**src/rtl/sha1h_pkg.sv**
```systemverilog
`default_nettype none
// ----------------------------------------------------------------------------
// sha1h_pkg: shared types and constants of the SHA-1 hasher
// Sequencer states, return codes after a compression, control groups and
// the round and initial-value constants.
// ----------------------------------------------------------------------------
package sha1h_pkg;

  typedef logic [31:0] word_t;

  typedef enum logic [2:0] {
    ST_IDLE,
    ST_MARK,
    ST_ZERO,
    ST_LEN,
    ST_LOAD,
    ST_ROUND,
    ST_FOLD
  } state_t;

  // where the sequencer goes once a block has been folded in
  typedef enum logic [1:0] {
    RET_IDLE,
    RET_MARK,
    RET_ZERO,
    RET_DONE
  } ret_t;

  typedef struct packed {
    logic load;    // copy chaining value into the working variables
    logic round;   // advance the working variables by one round
    logic fold;    // add the working variables into the chaining value
    logic reinit;  // with fold: restore the initial value instead
  } core_ctrl_t;

  typedef struct packed {
    logic push;    // shift one byte into the block window
    logic step;    // advance the schedule window by one word
    logic expand;  // rounds 16 and up: use the expanded word
  } sched_ctrl_t;

  localparam word_t K0 = 32'h5A827999;
  localparam word_t K1 = 32'h6ED9EBA1;
  localparam word_t K2 = 32'h8F1BBCDC;
  localparam word_t K3 = 32'hCA62C1D6;

  localparam word_t IV [5] = '{
    32'h67452301, 32'hEFCDAB89, 32'h98BADCFE, 32'h10325476, 32'hC3D2E1F0
  };

  localparam logic [7:0] PAD_BYTE    = 8'h80;
  localparam logic [5:0] LEN_POS     = 6'd56;
  localparam logic [6:0] LAST_ROUND  = 7'd79;
  localparam logic [6:0] EXPAND_FROM = 7'd16;
  localparam logic [6:0] PHASE1      = 7'd20;
  localparam logic [6:0] PHASE2      = 7'd40;
  localparam logic [6:0] PHASE3      = 7'd60;

endpackage
`default_nettype wire

```
**src/rtl/sha1h_sched.sv**
```systemverilog
`default_nettype none
// ----------------------------------------------------------------------------
// sha1h_sched: block window and message schedule
// Collects bytes into a 16-word window, then supplies one schedule word per
// round, expanding by XOR and rotate-by-one from round 16 on.
// ----------------------------------------------------------------------------
module sha1h_sched import sha1h_pkg::*; (
  input  wire         clk,
  input  sched_ctrl_t ctrl,
  input  wire  [7:0]  byte_in,
  output word_t       w
);

  word_t win [16];
  word_t x;

  always_comb begin
    x = win[13] ^ win[8] ^ win[2] ^ win[0];
    w = ctrl.expand ? {x[30:0], x[31]} : win[0];
  end

  always_ff @(posedge clk) begin
    if (ctrl.push) begin
      for (int k = 0; k < 15; k++) begin
        win[k] <= {win[k][23:0], win[k+1][31:24]};
      end
      win[15] <= {win[15][23:0], byte_in};
    end else if (ctrl.step) begin
      for (int k = 0; k < 15; k++) begin
        win[k] <= win[k+1];
      end
      win[15] <= w;
    end
  end

endmodule
`default_nettype wire

```
**src/rtl/sha1h_core.sv**
```systemverilog
`default_nettype none
// ----------------------------------------------------------------------------
// sha1h_core: shared round unit and chaining value
// One SHA-1 round per cycle on the working variables; fold adds them into
// the chaining value at the end of a block.
// ----------------------------------------------------------------------------
module sha1h_core import sha1h_pkg::*; (
  input  wire               clk,
  input  wire               rst,
  input  core_ctrl_t        ctrl,
  input  wire  [6:0]        rnd,
  input  word_t             w,
  output logic [4:0][31:0]  sum
);

  word_t cv [5];
  word_t wv [5];
  word_t f;
  word_t k;
  word_t tmp;

  always_comb begin
    if (rnd < PHASE1) begin
      f = (wv[1] & wv[2]) | (~wv[1] & wv[3]);
      k = K0;
    end else if (rnd < PHASE2) begin
      f = wv[1] ^ wv[2] ^ wv[3];
      k = K1;
    end else if (rnd < PHASE3) begin
      f = (wv[1] & wv[2]) | (wv[1] & wv[3]) | (wv[2] & wv[3]);
      k = K2;
    end else begin
      f = wv[1] ^ wv[2] ^ wv[3];
      k = K3;
    end
    tmp = {wv[0][26:0], wv[0][31:27]} + f + wv[4] + k + w;
    for (int i = 0; i < 5; i++) begin
      sum[i] = cv[i] + wv[i];
    end
  end

  // chaining value
  always_ff @(posedge clk) begin
    if (rst) begin
      for (int i = 0; i < 5; i++) begin
        cv[i] <= IV[i];
      end
    end else if (ctrl.fold) begin
      for (int i = 0; i < 5; i++) begin
        cv[i] <= ctrl.reinit ? IV[i] : sum[i];
      end
    end
  end

  // working variables
  always_ff @(posedge clk) begin
    if (ctrl.load) begin
      for (int i = 0; i < 5; i++) begin
        wv[i] <= cv[i];
      end
    end else if (ctrl.round) begin
      wv[0] <= tmp;
      wv[1] <= wv[0];
      wv[2] <= {wv[1][1:0], wv[1][31:2]};
      wv[3] <= wv[2];
      wv[4] <= wv[3];
    end
  end

endmodule
`default_nettype wire

```
**src/rtl/sha1_hasher.sv**
```systemverilog
`default_nettype none
// A byte that does not complete a block is taken as it arrives; a byte that
// completes one holds the input for the compression (load, 80 rounds, fold).
// No input is taken while a block is compressed or while the message is padded.
// Reset (rst, synchronous) clears the sequencer, counts and output valid and
// restores the initial chaining value; the block buffer is left as it is.
// ----------------------------------------------------------------------------
// sha1_hasher: SHA-1 of one byte-serial message
// Input words carry an optional byte and an end-of-message mark; the result
// word carries the 160-bit digest as five big-endian 32-bit words.
// ----------------------------------------------------------------------------
module sha1_hasher import sha1h_pkg::*; (
  input  wire         clk,
  input  wire         rst,
  input  wire         in_valid,
  output logic        in_ready,
  input  wire  [7:0]  data_byte,
  input  wire         has_byte,
  input  wire         last,
  output logic        out_valid,
  input  wire         out_ready,
  output word_t       digest_a,
  output word_t       digest_b,
  output word_t       digest_c,
  output word_t       digest_d,
  output word_t       digest_e
);

  state_t       state, state_next;
  ret_t         ret, ret_next;
  logic [5:0]   fill, fill_next;         // bytes held in the current block
  logic [60:0]  byte_count, byte_count_next;
  logic [6:0]   rnd, rnd_next;           // round index during compression
  logic         out_load;

  core_ctrl_t       cctrl;
  sched_ctrl_t      sctrl;
  logic [7:0]       byte_sel;
  logic [63:0]      len_bits;
  logic [7:0]       len_byte;
  word_t            w;
  logic [4:0][31:0] sum;

  // length field in bits, big-endian; fill[2:0] walks its eight bytes
  assign len_bits = {byte_count, 3'b000};
  assign len_byte = len_bits[{~fill[2:0], 3'b000} +: 8];

  assign in_ready = (state == ST_IDLE);

  always_ff @(posedge clk) begin
    if (rst) begin
      state      <= ST_IDLE;
      ret        <= RET_IDLE;
      fill       <= '0;
      byte_count <= '0;
      rnd        <= '0;
    end else begin
      state      <= state_next;
      ret        <= ret_next;
      fill       <= fill_next;
      byte_count <= byte_count_next;
      rnd        <= rnd_next;
    end
  end

  always_comb begin
    state_next      = state;
    ret_next        = ret;
    fill_next       = fill;
    byte_count_next = byte_count;
    rnd_next        = rnd;
    cctrl           = '0;
    sctrl           = '0;
    byte_sel        = 8'h00;
    out_load        = 1'b0;
    case (state)
      ST_IDLE: begin
        byte_sel = data_byte;
        if (in_valid) begin
          if (has_byte) begin
            sctrl.push      = 1'b1;
            fill_next       = fill + 6'd1;
            byte_count_next = byte_count + 61'd1;
            if (&fill) begin
              // block full: compress, then pad if this was the last word
              state_next = ST_LOAD;
              ret_next   = last ? RET_MARK : RET_IDLE;
            end else if (last) begin
              state_next = ST_MARK;
            end
          end else if (last) begin
            state_next = ST_MARK;
          end
        end
      end
      ST_MARK: begin
        // append the end-of-message marker byte
        byte_sel   = PAD_BYTE;
        sctrl.push = 1'b1;
        fill_next  = fill + 6'd1;
        if (&fill) begin
          state_next = ST_LOAD;
          ret_next   = RET_ZERO;
        end else begin
          state_next = ST_ZERO;
        end
      end
      ST_ZERO: begin
        // zero fill up to the length field, spilling into a new block if needed
        if (fill == LEN_POS) begin
          state_next = ST_LEN;
        end else begin
          sctrl.push = 1'b1;
          fill_next  = fill + 6'd1;
          if (&fill) begin
            state_next = ST_LOAD;
            ret_next   = RET_ZERO;
          end
        end
      end
      ST_LEN: begin
        byte_sel   = len_byte;
        sctrl.push = 1'b1;
        fill_next  = fill + 6'd1;
        if (&fill) begin
          state_next = ST_LOAD;
          ret_next   = RET_DONE;
        end
      end
      ST_LOAD: begin
        cctrl.load = 1'b1;
        rnd_next   = '0;
        state_next = ST_ROUND;
      end
      ST_ROUND: begin
        cctrl.round  = 1'b1;
        sctrl.step   = 1'b1;
        sctrl.expand = (rnd >= EXPAND_FROM);
        rnd_next     = rnd + 7'd1;
        if (rnd == LAST_ROUND) begin
          state_next = ST_FOLD;
        end
      end
      ST_FOLD: begin
        if (ret == RET_DONE) begin
          // hold here until the previous digest has been taken
          if (!out_valid || out_ready) begin
            cctrl.fold      = 1'b1;
            cctrl.reinit    = 1'b1;
            out_load        = 1'b1;
            byte_count_next = '0;
            fill_next       = '0;
            state_next      = ST_IDLE;
          end
        end else begin
          cctrl.fold = 1'b1;
          case (ret)
            RET_MARK: state_next = ST_MARK;
            RET_ZERO: state_next = ST_ZERO;
            default:  state_next = ST_IDLE;
          endcase
        end
      end
      default: begin
        state_next = ST_IDLE;
      end
    endcase
  end

  sha1h_sched u_sched (
    .clk     (clk),
    .ctrl    (sctrl),
    .byte_in (byte_sel),
    .w       (w)
  );

  sha1h_core u_core (
    .clk  (clk),
    .rst  (rst),
    .ctrl (cctrl),
    .rnd  (rnd),
    .w    (w),
    .sum  (sum)
  );

  // output register: hold the digest until taken
  always_ff @(posedge clk) begin
    if (rst) begin
      out_valid <= 1'b0;
    end else if (out_load) begin
      out_valid <= 1'b1;
    end else if (out_ready) begin
      out_valid <= 1'b0;
    end
  end

  always_ff @(posedge clk) begin
    if (out_load) begin
      digest_a <= sum[0];
      digest_b <= sum[1];
      digest_c <= sum[2];
      digest_d <= sum[3];
      digest_e <= sum[4];
    end
  end

endmodule
`default_nettype wire

```
**config.mk**
```make
export PLATFORM = sky130hd
export DESIGN_NAME = sha1_hasher
export DESIGN_NICKNAME = d
export VERILOG_FILES = /design/src/rtl/sha1h_pkg.sv /design/src/rtl/sha1h_sched.sv /design/src/rtl/sha1h_core.sv /design/src/rtl/sha1_hasher.sv
export SDC_FILE = /design/constraint.sdc
export NUM_CORES = 2
export LEC_CHECK = 0
export ABC_AREA = 1
export BUFFER_PORTS_ARGS = -buffer_cell sky130_fd_sc_hd__buf_2
export CELL_PAD_IN_SITES_DETAIL_PLACEMENT = 0
export CELL_PAD_IN_SITES_GLOBAL_PLACEMENT = 1
export CORE_MARGIN = 4
export CORE_UTILIZATION = 54
export CTS_BUF_LIST = sky130_fd_sc_hd__clkbuf_4
export DETAILED_ROUTE_END_ITERATION = 8
export PLACE_DENSITY = 0.95
export SETUP_SLACK_MARGIN = 0.2
export SYNTH_ARGS = -nofsm -noshare
export SYNTH_HDL_FRONTEND = slang
export SYNTH_SLANG_ARGS = --single-unit
```
**constraint.sdc**
```tcl
create_clock -name clk -period 27.7 [get_ports clk]
set_input_delay 4.155 -clock clk [delete_from_list [all_inputs] [get_ports clk]]
set_output_delay 4.155 -clock clk [all_outputs]
set_load 0.05 [all_outputs]
```
# Yosys cells after proc, flatten, opt, wreduce, memory -nomap -nowiden
# Memory sizes are Yosys's and may differ from the RTL's.
# Cells that the tools add are included.
[word_totals]
register_bits = 240
ramBits = 832
in_bits = 14
out_inout_bits = 162
elab_cells = 207
n_memories = 3
[memory_table]
columns = ["name", "words", "width", "read_ports", "rd_clocked_by_memory_dff", "write_ports", "line_no", "text"]
rows = [
  ["u_sched.win", 16, 32, 16, 0, 16, "sha1h_sched.sv:14", "word_t win [16];"],
  ["u_core.cv", 5, 32, 5, 0, 5, "sha1h_core.sv:16", "word_t cv [5];"],
  ["u_core.wv", 5, 32, 5, 0, 5, "sha1h_core.sv:17", "word_t wv [5];"],
]
[op_classes]
addsub = 12
magnitude_cmp = 4
n_eq_ne = 20
shift = 1
muxes = 102
bitwise = 40
n_reduce_logical = 14
[ops]
columns = ["cell", "n"]
rows = [
  ["32-bit 2-to-1 mux", 37],
  ["32-bit adder", 9],
  ["61-bit 2-to-1 mux", 4],
  ["32-bit XOR", 5],
  ["32-bit AND", 4],
  ["61-bit one-hot mux with 2 select lines", 1],
  ["32-bit OR", 3],
  ["64-bit by 7-bit variable part select with 8-bit output", 1],
  ["61-bit by 1-bit adder with 61-bit output, second input constant", 1],
  ["32-bit NOT", 1],
  ["31-bit 2-to-1 mux", 1],
  ["3-bit 2-to-1 mux", 10],
  ["6-bit 2-to-1 mux", 5],
  ["1-bit 2-to-1 mux", 28],
  ["1-bit OR", 26],
  ["6-bit one-hot mux with 4 select lines", 1],
  ["8-bit one-hot mux with 3 select lines", 1],
  ["3-bit one-hot mux with 7 select lines", 1],
  ["2-bit 2-to-1 mux", 9],
  ["6-bit AND reduction", 3],
  ["7-bit by 6-bit less-than comparator with 1-bit output, second input constant", 2],
  ["7-bit one-hot mux with 2 select lines", 1],
  ["2-bit != test, second input constant", 6],
  ["3-bit == test, second input constant", 3],
  ["24 further kinds", 30],
]

# Longest topological paths before layout
# An unclocked memory read counts as a cell.
[depth]
ltp_word = 12
depth_mapped = 26
mapped_depth_nobuf = 25

# Cells and area by module
# From an unflattened synthesis, not the netlist that was laid out.
[hier_totals]
cells_unflattened = 7357
hier_area_um2 = 63480.9
[modules_own_cells]
columns = ["mod", "n_inst", "cells_each", "area_each_um2", "seq_area_each_um2"]
rows = [
  ["sha1h_core", 1, 3901, 29275.6, 9609.2],
  ["sha1h_sched", 1, 2387, 24135.6, 15374.7],
  ["sha1_hasher", 1, 1069, 10069.7, 6406.1],
]

# Worst setup path before layout
# Ideal clock, no wire load.
[synth_timing]
path_type = "input to register"
start = "in out_ready"
end = "mem u_sched.win[0][0] in the netlist's numbering (enable)"
setup_ns = 0.902
t_arrival_ns = 16.283
required_time_ns = 26.798
path_slack_ns = 10.515
cell_stages = 12
path_buffers = 2
cell_sequence = "inv_1 -> nand2_1 -> nand2_1 -> nand2_1 -> nand2_1 -> nor3_4 -> inv_2 -> nor2_8 -> inv_2 -> buf_2 -> buf_2 -> nand2_1"
[synth_rtl]
columns = ["element", "line_no", "text"]
rows = [
  ["start, declared", "sha1_hasher.sv:21", "input wire out_ready,"],
  ["end, declared", "sha1h_sched.sv:14", ""],
]

==> metrics <==
Yosys top cell by area edfxtp_1; setup violation total in the final timing report 0; setup repair after global routing missed its margin false; final worst clock skew between 0.09 and 0.1 ns; largest buffer count on any clock path 4; Warnings, synthesis 0; Largest stage delay, worst path 0.99 ns; areal power density over the cells 65.8 nW/um^2; Cells after DPL around 8400; period utilization approximately a third; Seq cells post-synth 1072; Net count, final about 7500; H-Tree Depth 5; number of placement rows ~120; source-to-sink clock delay at the later pin of the worst-skew pair 1.25 ns; total detailed-routing wirelength 185 mm; dominant synthesized flop cell edfxtp_1; unique cell type count in the Yosys netlist 49; global route overflow 0; headroom to the max-slew limit 14.2%; Mapped Cells ~6900; leading cell types by total area after synthesis edfxtp_1 (49%), nand2_1 (12%), inv_1 (5.5%); Worst EP arrival 9.51 ns; count of endpoints failing hold in the final timing report 0; achievable frequency roughly 110 MHz; I/O pin count 176; pin count of the biggest net entering global routing between 200 and 250; tightest hold margin 0.490 ns; count of max-cap constraint violations 0; Hold Path Class register to register; die span in y 344 microns; antenna-violating nets left 0; post-synth net total 7228; count of cells resized by post-cts repair 0; share of the synthesized area in the top cell type roughly half; number of clock sinks approximately 1100; first-pass detailed-route iteration total 6; number of vias in the routed layout 49646; most frequent cells after synthesis nand2_1 (1933), edfxtp_1 (992), inv_1 (901); syn avg cell area 8.89 sq um; wire length of the first global-routing pass 279 mm; final critical path time including I/O delays and setup approximately 8.7 ns; Initial Utilization 54.3%; total leakage power 28.0 nW; Tot GR Track Use 30.9%; result of the run complete, no violations; Worst-path clk slew 0.06 ns; fraction of synthesis flops using an asynchronous set or reset pin 0%; 1st-iter DRT viols 5175; share of synthesized area occupied by flip-flops and latches 51.4%; proportion of layout cells with a drive suffix above 1 9.90%; Max Transition Viols Final 0; biggest fanout along the worst timing path 91; drc violations 0; cell type with the highest occurrence count on the critical path nand2_1; slew at the pin with the worst max-slew slack 1.29 ns; DIE AREA ~120000 sq um; count of non-filler cells in the finished layout between 8000 and 9000; Clock Tree Root clkbuf_4; start-to-end type of the worst setup path primary input to register; CTS tree built; number of global-route vias before repair around 48000; kind of capture point of the worst setup path register; Num CTS Buffers 307; buffers inserted during post-CTS setup optimization 0; average wire length per cell after detail routing roughly 21 microns; number of synthesized flops with an enable pin 992; Critical-path top delay cell buf_4; placeable core region 112000 sq um; Setup crit start kind primary input; Area Growth Syn to Fin 9.72%; total power 4.41 mW; placer's final routability congestion estimate between 0.9 and 1; ratio of routed vias to standard cells 5.60; CP Data Required Time ~29 ns; summed instance area of the synthesized netlist 61100 sq um; Total Negative Setup Slacks 0 ns; DPL Wire Length 136 mm; hold_buf cts 0; die width 344 microns; total of buffers placed on input and output ports 175; cell-by-cell trace of the critical path buf_2, inv_1, nand2_1, nand2_1, nand2_1, nand2_1, nor3_4, inv_2, nor2_8, inv_6, nand2_4, buf_4, buf_4, buf_4; Max VDD drop 0.0376 mV; antenna violations before repair 7; cell with the most instances after synthesis nand2_1
==> per-stage QoR <==
step	setup slack (ns)	utilization (%)	area, sq um
after floorplan	10.51	-	61100
after global placement	17.76	56.4	63400
after detailed placement	17.75	56.4	63400
after CTS	19.06	59.6	67000
after global routing	18.54	59.6	67000
final	18.99	59.6	67000
==> power by group <==
| part | total (mW) | switching (mW) | leakage [nW] | internal (mW) |
|---|---|---|---|---|
| Clock | 1.42 | 0.675 | 2.15 | 0.742 |
| Sequential | 2.14 | 0.108 | 9.83 | 2.03 |
| Combinational | 0.854 | 0.569 | 16.0 | 0.285 |
==> logic make-up (layout without fill, tap and decap cells) <==
family	after synthesis	count (layout)	synth area share (%)
compound gates	1179	1179	10.3
flops	1072	1072	51.4
xor+xnor	228	228	3.27
fa+ha+maj	349	349	8.68
other cells	0	4	0
simple gates	2919	2919	19.4
buf+inv	1118	1620	6.94
==> path summary, 6_finish.rpt <==
path                                             startpoint                      endpoint  slack (ns)  cells after the start
worst min register to register  byte_count[22]$_SDFFE_PP0P_   byte_count[22]$_SDFFE_PP0P_        0.49                      2
worst min-delay path            byte_count[22]$_SDFFE_PP0P_   byte_count[22]$_SDFFE_PP0P_        0.49                      2
worst max-delay path                              out_ready  u_sched.win[0][88]$_DFFE_PP_       18.99                     14
worst max register to register         fill[1]$_SDFFE_PP0P_  u_sched.win[0][88]$_DFFE_PP_       20.75                     12
==> sequential cells by signal, indices dropped and copies added, names as in the netlist <==
| signal | cells |
|---|---|
| digest_d | 32 |
| digest_a | 32 |
| u_core.cv | 160 |
| fill | 6 |
| digest_c | 32 |
| digest_b | 32 |
| u_core.wv | 160 |
| out_valid | 1 |
| u_sched.win | 512 |
| state | 3 |
| byte_count | 61 |
| digest_e | 32 |
| ret | 2 |
| rnd | 7 |
==> cell type report <==
cell class	instances	area [sq um]
clock inverter	60	312
sequential	1072	31400
antenna	4	10.0
fill	9968	45400
clock buffer	435	3270
inverter	911	3430
timing repair buffer	214	1220
tap	1500	1880
multi-input combinational	4675	25500
==> per-layer routing <==
layer	vias to the layer above	routed length (microns)	track usage (%)
met5	-	24	0
met4	4	10800	16.5
met3	465	15100	6.23
met2	2093	85000	49.2
met1	23530	73700	40.1
li1	23554	-	-
==> cells in the final DEF (no fill, tap or decap), drive strengths merged, types with 10 or more instances in the layout <==
cell / instances
nor2: 497
ha: 225
o211ai: 12
o221ai: 11
o21a: 10
nand2: 1934
clkbuf: 435
o2111ai: 12
or2: 46
nor3: 78
buf: 214
o21bai: 30
a21boi: 11
xnor2: 118
nand4: 78
dfxtp: 80
xor2: 110
a21oi: 346
a21o: 31
o21ai: 678
nand3: 247
fa: 124
nand3b: 20
edfxtp: 992
clkinv: 57
o22ai: 20
inv: 911
==> critical path: cells and delay by family <==
kind | cells | cell delay, ns
buffers and inverters | 7 | 3.24
AND/OR/NAND/NOR | 7 | 1.97
Note: power is estimated with default switching activity, not from simulation.
